===== config.mk =====
export PLATFORM = sky130hd
export DESIGN_NAME = bezier_curve_point_evaluator
export DESIGN_NICKNAME = d
export VERILOG_FILES = /design/src/hdl/bcpe_pkg.sv /design/src/hdl/bezier_curve_point_evaluator.sv /design/src/hdl/bcpe_lerp.sv
export VERILOG_INCLUDE_DIRS = /design/src /design/src/hdl
export SDC_FILE = /design/constraint.sdc
export NUM_CORES = 2
export LEC_CHECK = 0
export ABC_AREA = 0
export BUFFER_PORTS_ARGS = -buffer_cell sky130_fd_sc_hd__buf_2
export CORE_MARGIN = 2
export CORE_UTILIZATION = 66
export CTS_CLUSTER_SIZE = 25
export DETAILED_ROUTE_END_ITERATION = 10
export HOLD_SLACK_MARGIN = 0.1
export PLACE_DENSITY_LB_ADDON = 0.1
export SLEW_MARGIN = 20
export SYNTH_ARGS = -nofsm -noshare
export SYNTH_HDL_FRONTEND = slang
export SYNTH_HIERARCHICAL = 1
export SYNTH_SLANG_ARGS = --single-unit
export TNS_END_PERCENT = 100

===== constraint.sdc =====
create_clock -name clk -period 9.49 [get_ports clk]
set_clock_uncertainty 0.05 [all_clocks]
set_input_delay 0.949 -clock clk [delete_from_list [all_inputs] [get_ports clk]]
set_output_delay 0.949 -clock clk [all_outputs]
set_load 0.05 [all_outputs]

===== src/hdl/bezier_curve_point_evaluator_macros.svh =====
// Assertion helpers for the evaluator RTL.
`ifndef BEZIER_CURVE_POINT_EVALUATOR_MACROS_SVH
`define BEZIER_CURVE_POINT_EVALUATOR_MACROS_SVH

// Same-cycle implication, checked out of reset.
`define BCPE_ASSERT_IMPL(lbl, ante, cons, msg) \
    lbl: assert property (@(posedge clk) disable iff (!rst_n) (ante) |-> (cons)) \
        else $error(msg);

// Next-cycle implication, checked out of reset.
`define BCPE_ASSERT_NEXT(lbl, ante, cons, msg) \
    lbl: assert property (@(posedge clk) disable iff (!rst_n) (ante) |=> (cons)) \
        else $error(msg);

`endif


===== src/hdl/bcpe_pkg.sv =====
package bcpe_pkg;

    localparam int MAX_POINTS = 16;
    localparam int COORD_W    = 24;
    localparam int IDX_W      = $clog2(MAX_POINTS);
    localparam int CNT_W      = 5;
    localparam int T_W        = 17;
    localparam int FRAC_W     = 16;

    localparam logic [T_W-1:0]   T_ONE   = T_W'(65536);
    localparam logic [CNT_W-1:0] MAX_CNT = CNT_W'(MAX_POINTS);

    localparam logic CMD_WRITE = 1'b0;
    localparam logic CMD_EVAL  = 1'b1;

    typedef logic signed [COORD_W-1:0] coord_t;

    typedef struct packed {
        coord_t x;
        coord_t y;
    } point_t;

    typedef struct packed {
        logic                     cmd;
        logic [3:0]               point_index;
        logic signed [COORD_W-1:0] point_x;
        logic signed [COORD_W-1:0] point_y;
        logic [T_W-1:0]           param_t;
    } in_t;

    typedef struct packed {
        logic signed [COORD_W-1:0] curve_x;
        logic signed [COORD_W-1:0] curve_y;
    } out_t;

    // valid plus destination slot for an interpolation in flight
    typedef struct packed {
        logic             vld;
        logic [IDX_W-1:0] idx;
    } tag_t;

endpackage


===== src/hdl/bezier_curve_point_evaluator.sv =====
// De Casteljau evaluator for a Bezier curve of up to 16 control points.
// Input channel (in_valid / in_stall / in_data): a write item stores one
// control point and gives no result; an evaluate item reduces
// the first stored points, as many as the point count, at param_t and gives
// one result on the output channel (out_valid / out_stall / out_data).
// The point count is set through cfg_write / cfg_data; the user must write it
// only while the block is idle, as the block itself does not enforce it. Each
// level of the reduction streams its points, one per cycle, out of the control
// point RAM on the first level and out of the scratch RAM after it, through a
// three-stage subtract / multiply / add pipe (one multiplier per axis), then
// drains the pipe before the next level reads back what was written.
// in_stall is high while an evaluation runs; one item is worked on at a time.
// A finished result sits in the output register; the next item is taken
// while it waits, but a second result holds the block until the first is
// transferred. Reset empties the output and sets the point count to 1; stored
// points are undefined until written.
module bezier_curve_point_evaluator (
    input  logic                          clk,
    input  logic                          rst_n,
    input  logic                          in_valid,
    output logic                          in_stall,
    input  bcpe_pkg::in_t                 in_data,
    output logic                          out_valid,
    input  logic                          out_stall,
    output bcpe_pkg::out_t                out_data,
    input  logic                          cfg_write,
    input  logic [bcpe_pkg::CNT_W-1:0]    cfg_data
);
    import bcpe_pkg::*;

    `include "bezier_curve_point_evaluator_macros.svh"

    localparam logic [2:0] ST_IDLE    = 3'd0;
    localparam logic [2:0] ST_RUN     = 3'd1;
    localparam logic [2:0] ST_DRAIN   = 3'd2;
    localparam logic [2:0] ST_FETCH   = 3'd3;
    localparam logic [2:0] ST_CAPTURE = 3'd4;

    point_t ctrl_mem [MAX_POINTS];
    point_t work_mem [MAX_POINTS];

    logic [2:0]       state_reg,   state_next;
    logic [CNT_W-1:0] count_reg;
    logic [CNT_W-1:0] lvl_reg,     lvl_next;
    logic [IDX_W-1:0] rd_idx_reg,  rd_idx_next;
    logic             src_ctrl_reg, src_ctrl_next;
    logic [T_W-1:0]   t_reg,       t_next;
    logic             out_vld_reg, out_vld_next;
    out_t             out_reg;

    logic             rvld_reg;
    logic             rfirst_reg;
    logic [IDX_W-1:0] ridx_reg;
    logic             rsrc_reg;
    point_t           ctrl_rd_reg;
    point_t           work_rd_reg;
    point_t           a_reg;

    logic             in_xfer;
    logic             run_issue;
    logic             fetch_issue;
    logic             rd_en;
    logic             last_rd;
    logic             cap_load;
    logic [CNT_W-1:0] n_eff;
    logic [T_W-1:0]   t_sat;
    point_t           rdata;
    tag_t             lerp_in_tag;
    tag_t             lerp_out_tag;
    point_t           lerp_res;
    logic             lerp_busy;

    assign in_stall  = (state_reg != ST_IDLE);
    assign in_xfer   = in_valid && !in_stall;
    assign out_valid = out_vld_reg;
    assign out_data  = out_reg;

    assign n_eff = (count_reg == '0)     ? CNT_W'(1) :
                   (count_reg > MAX_CNT) ? MAX_CNT   : count_reg;
    assign t_sat = (in_data.param_t > T_ONE) ? T_ONE : in_data.param_t;

    assign last_rd     = (CNT_W'(rd_idx_reg) == lvl_reg - CNT_W'(1));
    assign run_issue   = (state_reg == ST_RUN);
    assign fetch_issue = (state_reg == ST_FETCH);
    assign rd_en       = run_issue || fetch_issue;
    assign rdata       = rsrc_reg ? ctrl_rd_reg : work_rd_reg;
    assign cap_load    = (state_reg == ST_CAPTURE) && (!out_vld_reg || !out_stall);

    always_comb
    begin
        state_next    = state_reg;
        lvl_next      = lvl_reg;
        rd_idx_next   = rd_idx_reg;
        src_ctrl_next = src_ctrl_reg;
        t_next        = t_reg;
        case (state_reg)
            ST_IDLE:
            begin
                if (in_xfer && in_data.cmd == CMD_EVAL)
                begin
                    lvl_next      = n_eff;
                    rd_idx_next   = '0;
                    src_ctrl_next = 1'b1;
                    t_next        = t_sat;
                    state_next    = (n_eff == CNT_W'(1)) ? ST_FETCH : ST_RUN;
                end
            end
            ST_RUN:
            begin
                if (last_rd)
                    state_next = ST_DRAIN;
                else
                    rd_idx_next = rd_idx_reg + IDX_W'(1);
            end
            ST_DRAIN:
            begin
                // next level reads what this one wrote: wait for the last write
                if (!rvld_reg && !lerp_busy)
                begin
                    lvl_next      = lvl_reg - CNT_W'(1);
                    rd_idx_next   = '0;
                    src_ctrl_next = 1'b0;
                    state_next    = (lvl_reg == CNT_W'(2)) ? ST_FETCH : ST_RUN;
                end
            end
            ST_FETCH:
                state_next = ST_CAPTURE;
            ST_CAPTURE:
            begin
                if (cap_load)
                    state_next = ST_IDLE;
            end
            default:
                state_next = ST_IDLE;
        endcase
    end

    always_comb
    begin
        out_vld_next = out_vld_reg;
        if (out_vld_reg && !out_stall)
            out_vld_next = 1'b0;
        if (cap_load)
            out_vld_next = 1'b1;
    end

    always_ff @(posedge clk or negedge rst_n)
    begin
        if (!rst_n)
        begin
            state_reg   <= ST_IDLE;
            count_reg   <= CNT_W'(1);
            out_vld_reg <= 1'b0;
            rvld_reg    <= 1'b0;
        end
        else
        begin
            state_reg   <= state_next;
            out_vld_reg <= out_vld_next;
            rvld_reg    <= run_issue;
            if (cfg_write)
                count_reg <= cfg_data;
        end
    end

    always_ff @(posedge clk)
    begin
        lvl_reg      <= lvl_next;
        rd_idx_reg   <= rd_idx_next;
        src_ctrl_reg <= src_ctrl_next;
        t_reg        <= t_next;
        if (rd_en)
        begin
            rfirst_reg <= (rd_idx_reg == '0);
            ridx_reg   <= rd_idx_reg;
            rsrc_reg   <= src_ctrl_reg;
        end
        if (rvld_reg)
            a_reg <= rdata;
        if (cap_load)
        begin
            out_reg.curve_x <= rdata.x;
            out_reg.curve_y <= rdata.y;
        end
    end

    // control point store
    always_ff @(posedge clk)
    begin
        if (in_xfer && in_data.cmd == CMD_WRITE
            && CNT_W'(in_data.point_index) < MAX_CNT)
        begin
            ctrl_mem[in_data.point_index[IDX_W-1:0]] <= '{x: in_data.point_x,
                                                           y: in_data.point_y};
        end
        if (rd_en)
            ctrl_rd_reg <= ctrl_mem[rd_idx_reg];
    end

    // scratch store, rewritten level by level
    always_ff @(posedge clk)
    begin
        if (lerp_out_tag.vld)
            work_mem[lerp_out_tag.idx] <= lerp_res;
        if (rd_en)
            work_rd_reg <= work_mem[rd_idx_reg];
    end

    // each point after the first of a level pairs with its predecessor
    assign lerp_in_tag.vld = rvld_reg && !rfirst_reg;
    assign lerp_in_tag.idx = ridx_reg - IDX_W'(1);

    bcpe_lerp u_lerp (
        .clk     (clk),
        .rst_n   (rst_n),
        .in_tag  (lerp_in_tag),
        .a       (a_reg),
        .b       (rdata),
        .t       (t_reg),
        .busy    (lerp_busy),
        .out_tag (lerp_out_tag),
        .res     (lerp_res)
    );

    `BCPE_ASSERT_IMPL(a_wr_in_level, lerp_out_tag.vld,
        state_reg == ST_RUN || state_reg == ST_DRAIN, "scratch write outside a level")
    `BCPE_ASSERT_IMPL(a_run_lvl, state_reg == ST_RUN,
        lvl_reg >= CNT_W'(2) && CNT_W'(rd_idx_reg) < lvl_reg, "read beyond level")
    `BCPE_ASSERT_NEXT(a_cap_hold, state_reg == ST_CAPTURE && out_vld_reg && out_stall,
        state_reg == ST_CAPTURE && out_vld_reg, "result overwrote a pending one")
    `BCPE_ASSERT_NEXT(a_fetch_drained, state_reg == ST_FETCH,
        !lerp_busy && !lerp_out_tag.vld, "final read with writes in flight")

endmodule


===== src/hdl/bcpe_lerp.sv =====
module bcpe_lerp (
    input  logic                          clk,
    input  logic                          rst_n,
    input  bcpe_pkg::tag_t                in_tag,
    input  bcpe_pkg::point_t              a,
    input  bcpe_pkg::point_t              b,
    input  logic [bcpe_pkg::T_W-1:0]      t,
    output logic                          busy,
    output bcpe_pkg::tag_t                out_tag,
    output bcpe_pkg::point_t              res
);
    import bcpe_pkg::*;

    localparam int DIFF_W = COORD_W + 1;
    localparam int PROD_W = DIFF_W + T_W + 1;

    logic                      s1_vld_reg;
    logic [IDX_W-1:0]          s1_idx_reg;
    point_t                    s1_a_reg;
    logic signed [DIFF_W-1:0]  s1_dx_reg;
    logic signed [DIFF_W-1:0]  s1_dy_reg;

    logic                      s2_vld_reg;
    logic [IDX_W-1:0]          s2_idx_reg;
    point_t                    s2_a_reg;
    logic signed [PROD_W-1:0]  s2_px_reg;
    logic signed [PROD_W-1:0]  s2_py_reg;

    logic signed [T_W:0]       t_s;

    assign t_s = signed'({1'b0, t});

    always_ff @(posedge clk or negedge rst_n)
    begin
        if (!rst_n)
        begin
            s1_vld_reg <= 1'b0;
            s2_vld_reg <= 1'b0;
        end
        else
        begin
            s1_vld_reg <= in_tag.vld;
            s2_vld_reg <= s1_vld_reg;
        end
    end

    always_ff @(posedge clk)
    begin
        s1_idx_reg <= in_tag.idx;
        s1_a_reg   <= a;
        s1_dx_reg  <= DIFF_W'(b.x) - DIFF_W'(a.x);
        s1_dy_reg  <= DIFF_W'(b.y) - DIFF_W'(a.y);

        s2_idx_reg <= s1_idx_reg;
        s2_a_reg   <= s1_a_reg;
        s2_px_reg  <= PROD_W'(s1_dx_reg) * PROD_W'(t_s);
        s2_py_reg  <= PROD_W'(s1_dy_reg) * PROD_W'(t_s);
    end

    // floor(t*d / 2^16) is the arithmetic shift; the sum stays inside [a, b]
    assign res.x       = s2_a_reg.x + coord_t'(s2_px_reg[FRAC_W +: COORD_W]);
    assign res.y       = s2_a_reg.y + coord_t'(s2_py_reg[FRAC_W +: COORD_W]);
    assign out_tag.vld = s2_vld_reg;
    assign out_tag.idx = s2_idx_reg;
    assign busy        = s1_vld_reg | s2_vld_reg;

endmodule


After elaboration in Yosys (flattened, before gate mapping). Memories as Yosys holds them, arrays and structs flattened. A register that Yosys moved wholly into a read port is not among the register bits. Index checks and enable logic that the tools add are counted.

Logic and storage cells: 106. Memories kept: 2. Input bits: 80. Output and inout bits: 50. Bits in registers: 375. RAM bits: 1536.

Multiply operators: 2. Reductions and logical operators: 26. Equal/unequal tests: 12. Bitwise gates (word level): 2. Add/subtract/negate cells: 7. Mux-type cells: 26. $lt $le $gt $ge: 2.

Memory list: ctrl_mem (words 16, bits a word 48, rd ports 1, clocked after memory_dff 1, wr ports 1, line bezier_curve_point_evaluator.sv:39) `point_t ctrl_mem [MAX_POINTS];`; work_mem (words 16, bits a word 48, rd ports 1, clocked after memory_dff 1, wr ports 1, line bezier_curve_point_evaluator.sv:40) `point_t work_mem [MAX_POINTS];`.

Operators with widths (count): $mul 25x18->40 (2); $sub 24x24->25 (2); $add 24x24->24 (2); $mux 48 (1); $mux 5 (4); $gt 17x17->1 const B (1); $pmux 3 s5 (1); $mux 3 (4); $mux 4 (3); $pmux 4 s3 (1); $pmux 5 s2 (1); $mux 1 (8); $ne 2x2->1 const B (4); $reduce_and 4->1 (2); $logic_and 1x1->1 (7); $eq 3x2->1 const B (2); $logic_not 1->1 (6); $reduce_bool 3->1 (2); $eq 4x5->1 (1); $eq 5x1->1 const B (1); $eq 5x2->1 const B (1); $gt 5x5->1 const B (1); $logic_not 5->1 (1); $sub 5x1->5 const B (1); 15 further kinds (18).

Depth between registers and ports, before layout.
Depth after elaboration: 7. Gate-level depth with buffers: 25. Depth with buffers taken out: 24.

Cells and area by module. The synthesis kept the hierarchy.

By module, submodules not included: bezier_curve_point_evaluator (area an instance 66712.7 um^2, sequential area each 53132.2 um^2, times used 1, cells an instance 2989); bcpe_lerp (area an instance 36687.7 um^2, sequential area each 4093.9 um^2, times used 1, cells an instance 4012).

Least setup slack after synthesis. OpenSTA, ideal clock, no wires.

Path type: reg2reg. From: register t_reg[9]. To: register u_lerp.s2_px_reg[39]. Stages on the path, launching flop included: 24. Library setup time: 72 ps. Arrival: 6025 ps. Slack: 3343 ps. Cells stage by stage: edfxtp_1 > clkbuf_1 > clkbuf_1 > nand2_1 > fa_1 > inv_1 > fa_1 > fa_1 > fa_1 > fa_1 > inv_1 > fa_1 > inv_1 > ha_1 > a21o_1 > a21o_1 > nor3_2 > a41o_1 > o21a_1 > o21ai_2 > a221oi_2 > o21ai_1 > a31oi_1 > xnor2_1.

Cells in the longest elaborated chain, start to end: 1.

Ends and longest elaborated chain: start, declared (line bezier_curve_point_evaluator.sv:47) `logic [T_W-1:0] t_reg, t_next;`; start signal, assigned (line bezier_curve_point_evaluator.sv:171) `t_reg <= t_next;`; $mul 25x18->40 (line bcpe_lerp.sv:56) `s2_px_reg <= PROD_W'(s1_dx_reg) * PROD_W'(t_s);`; end signal, assigned (line bcpe_lerp.sv:56); end, declared (line bcpe_lerp.sv:26) `logic signed [PROD_W-1:0] s2_px_reg;`.

No other way between the ends. A chain may end at the register's enable or synchronous reset.

Worst setup path in the final report.
From: register t_reg[5]. To: register u_lerp.s2_py_reg[28].

Cells in the longest elaborated chain, start to end: 1.

Ends and longest elaborated chain: $mul 25x18->40 (line bcpe_lerp.sv:57) `s2_py_reg <= PROD_W'(s1_dy_reg) * PROD_W'(t_s);`; end signal, assigned (line bcpe_lerp.sv:57); end, declared (line bcpe_lerp.sv:27) `logic signed [PROD_W-1:0] s2_py_reg;`.

No other way between the ends.

==> flow_summary.ini <==
[routing]
first_iter_violations = 6103
wl_per_cell_um = 27.4
dr.pass1.iters = 5
vias = 58500
via_per_inst = 6.24
drt_drc_violations_left = 0
postRouteAntennaNets = 0
wl_um = 256000

[placed_design]
hpwl_um = 158000
io_buffers = 129
place_congestion = 0.904
placed_area_um2 = 107000

[synth]
synthArstFlopShare = 0.00608
ys_types = 87
yosysTopAreaCellShare = 0.511
syn_avg_cell_area_um2 = 14.8
synth-warning-count = 6
syn-cell-area_um2 = 103000
yosys_most_used_dff = edfxtp_1
ys_top_cells_by_area = edfxtp_1 51%, fa_1 15%, mux4_2 8.4%
yosysSeqAreaShare = 0.553
syn_inst = 7001
synth-seq-cells = 1975
synth_edf_count = 1761
synth_nets = 8160
yosysTopAreaCell = edfxtp_1

[critical_path]
critPathRequiredTime_ns = 10.14
cp_num_buf_inv = 4
crit_top_cell = fa_1
cpPeakStageDelay_ns = 0.88
cp_max_fo = 31
crit_chain = buf_4 > nand2_1 > fa_1 > fa_1 > fa_1 > inv_1 > fa_1 > fa_1 > inv_1 > fa_1 > inv_1 > ha_1 > a21o_1 > a21oi_1 > o21a_1 > a21oi_2 > o31ai_4 > a21oi_1 > a311oi_1 > o21bai_1 > a21o_1 > xor2_1
critPathTopFamily = adder cells
reg2reg_slack_ns = 2.11
critPathArrivalTime_ns = 8.03
crit_type = reg2reg
cp-end-kind = flip-flop
slowest_stage = edfxtp_1
crit_path_start_kind = flip-flop

[timing]
final-setup-viol-count = 0
max_freq_ghz = 0.136
grt_setup_unrepaired = no
slew_headroom = 0.295
finalHoldViolCount = 0
slew_viol_final = 0
tightestPinTransition_ns = 1.06
tns_ns = 0
period_minus_slack_ns = 7.38
fin_crit_sh = 0.778

[cts]
htree_levels = 4
clkSlewWorstSetupHoldPaths_ns = 0.06
cts_setup_buffers = 0
cts.sinks = 1975
clk_path_buf_depth = 3
root_buffer = clkbuf_16
cts_buffers = 187
cts_tree = yes
clk_latency_ns = 0.88

[finish]
drive_gt1_frac = 0.143
fillers = 9745
synthToLayoutAreaGrowth_pct = 9.19
fin_area_um2 = 113000
finalNetCount = 8298

[global_routing]
grtUsageTotal = 0.333
grt_pass1_vias = 61000
grt_pass1_wl_um = 387000
antenna_found_initial = 35
grt_max_degree = 139
grt-ovfl-total = 0

[floorplan]
num_io_pins = 130
row_count = 145
die_x_um = 400
dieArea_um2 = 160000
start_util = 0.663
dieHeight_um = 400
core-area_um2 = 156000

[min_path]
min_path_type = reg2reg

[run_status]
outcome = finished clean

[job]
max_cap_violations = 0
path summary, 6_finish.rpt:
kind / from / to / cells after the start
min reg2reg: u_lerp/s1_a_reg[29] / u_lerp/s2_a_reg[29] / 0
max in group asynchronous: rst_n / count_reg[0] / 2
min: u_lerp/s1_a_reg[29] / u_lerp/s2_a_reg[29] / 0
min in group asynchronous: rst_n / count_reg[4] / 2
max: t_reg[5] / u_lerp/s2_py_reg[28] / 22
max reg2reg: t_reg[5] / u_lerp/s2_py_reg[28] / 22
layer usage:
metal | track usage | vias up | part of all wire
met2 | 0.515 | 3156 | 0.47
met3 | 0.0665 | 437 | 0.10
met4 | 0.112 | 10 | 0.032
met1 | 0.483 | 30400 | 0.39
met5 | 0 | - | 0.00025
li1 | - | 24500 | -
area by class of cell:
| type | count | area, um2 | share of cell area |
|---|---|---|---|
| well taps | 2058 | 2570 | 0.0228 |
| flip-flops and latches | 1975 | 57200 | 0.507 |
| clock buffers | 228 | 4880 | 0.0433 |
| repair buffers | 248 | 1620 | 0.0143 |
| inverters | 1025 | 3850 | 0.0341 |
| diodes | 20 | 50.0 | 0.000443 |
| multi-input cells | 3702 | 41400 | 0.367 |
| clock inverters | 118 | 1320 | 0.0117 |
through the flow:
step,hold WS [ns],utilization,instances,setup WS (ns)
2_1_floorplan,0.260,-,7001,3.34
3_3_place_gp,0.260,0.684,9007,2.36
3_5_place_dp,0.262,0.684,9007,2.20
4_1_cts,0.211,0.724,9354,2.21
5_1_grt,0.244,0.724,9366,1.77
6_report,0.239,0.724,9374,2.11
kinds of logic (layout without fill, tap and decap cells):
| kind of cell | Yosys count | after routing | share of synthesized area |
|---|---|---|---|
| other cells | 0 | 20 | 0 |
| compound gates | 498 | 498 | 0.0329 |
| flops | 1975 | 1975 | 0.553 |
| fa+ha+maj | 1079 | 1079 | 0.188 |
| simple gates | 1525 | 1525 | 0.0721 |
| mux | 438 | 438 | 0.0895 |
| buf+inv | 1324 | 1619 | 0.0501 |
| xor+xnor | 162 | 162 | 0.0139 |
cells in the mapped netlist, drive strengths merged, types with 21 or more instances:
cell type,n
edfxtp,1761
inv,1025
fa,792
nand2,694
and2,400
mux4,384
ha,287
clkbuf,221
dfxtp,202
nor2b,137
xnor2,121
nor2,120
a211oi,111
a31oi,108
a21oi,83
buf,78
o21ai,63
mux2,52
nor3,47
xor2,40
a21o,38
nand3,38
o21a,21
cells in the final DEF, fill, tap and decap left out, types with 14 or more instances in the layout:
cell type  instances
nand2b_1          16
ha_1             287
xnor2_2           14
fa_1             792
nor2_1            95
clkinv_1          41
clkbuf_1          37
o21a_1            21
edfxtp_1        1761
clkinv_16         15
bufinv_16         14
nor3_1            38
and3_1            20
a211oi_1         100
xnor2_1          107
a21oi_1           80
o21ai_1           18
inv_1           1024
a31oi_1          107
a21o_1            38
and2_1           400
nor2b_1          136
nor2_4            25
clkbuf_16        188
mux2_2            52
nand3_1           38
mux4_2           384
xor2_1            40
o21ai_0           42
buf_2            129
nand2_1          694
dfxtp_1          202
clkinv_2          30
diode_2           20
buf_4            112
timing repair:
item | in CTS | in global routing
hold buffers | 1 | 0
resized for setup | 0 | 0
endpoints found under the hold margin | 11 | 0
Power is left out: the tool's default activity adds up to more than one toggle a clock period on the data nets, which glitch-free logic cannot reach.
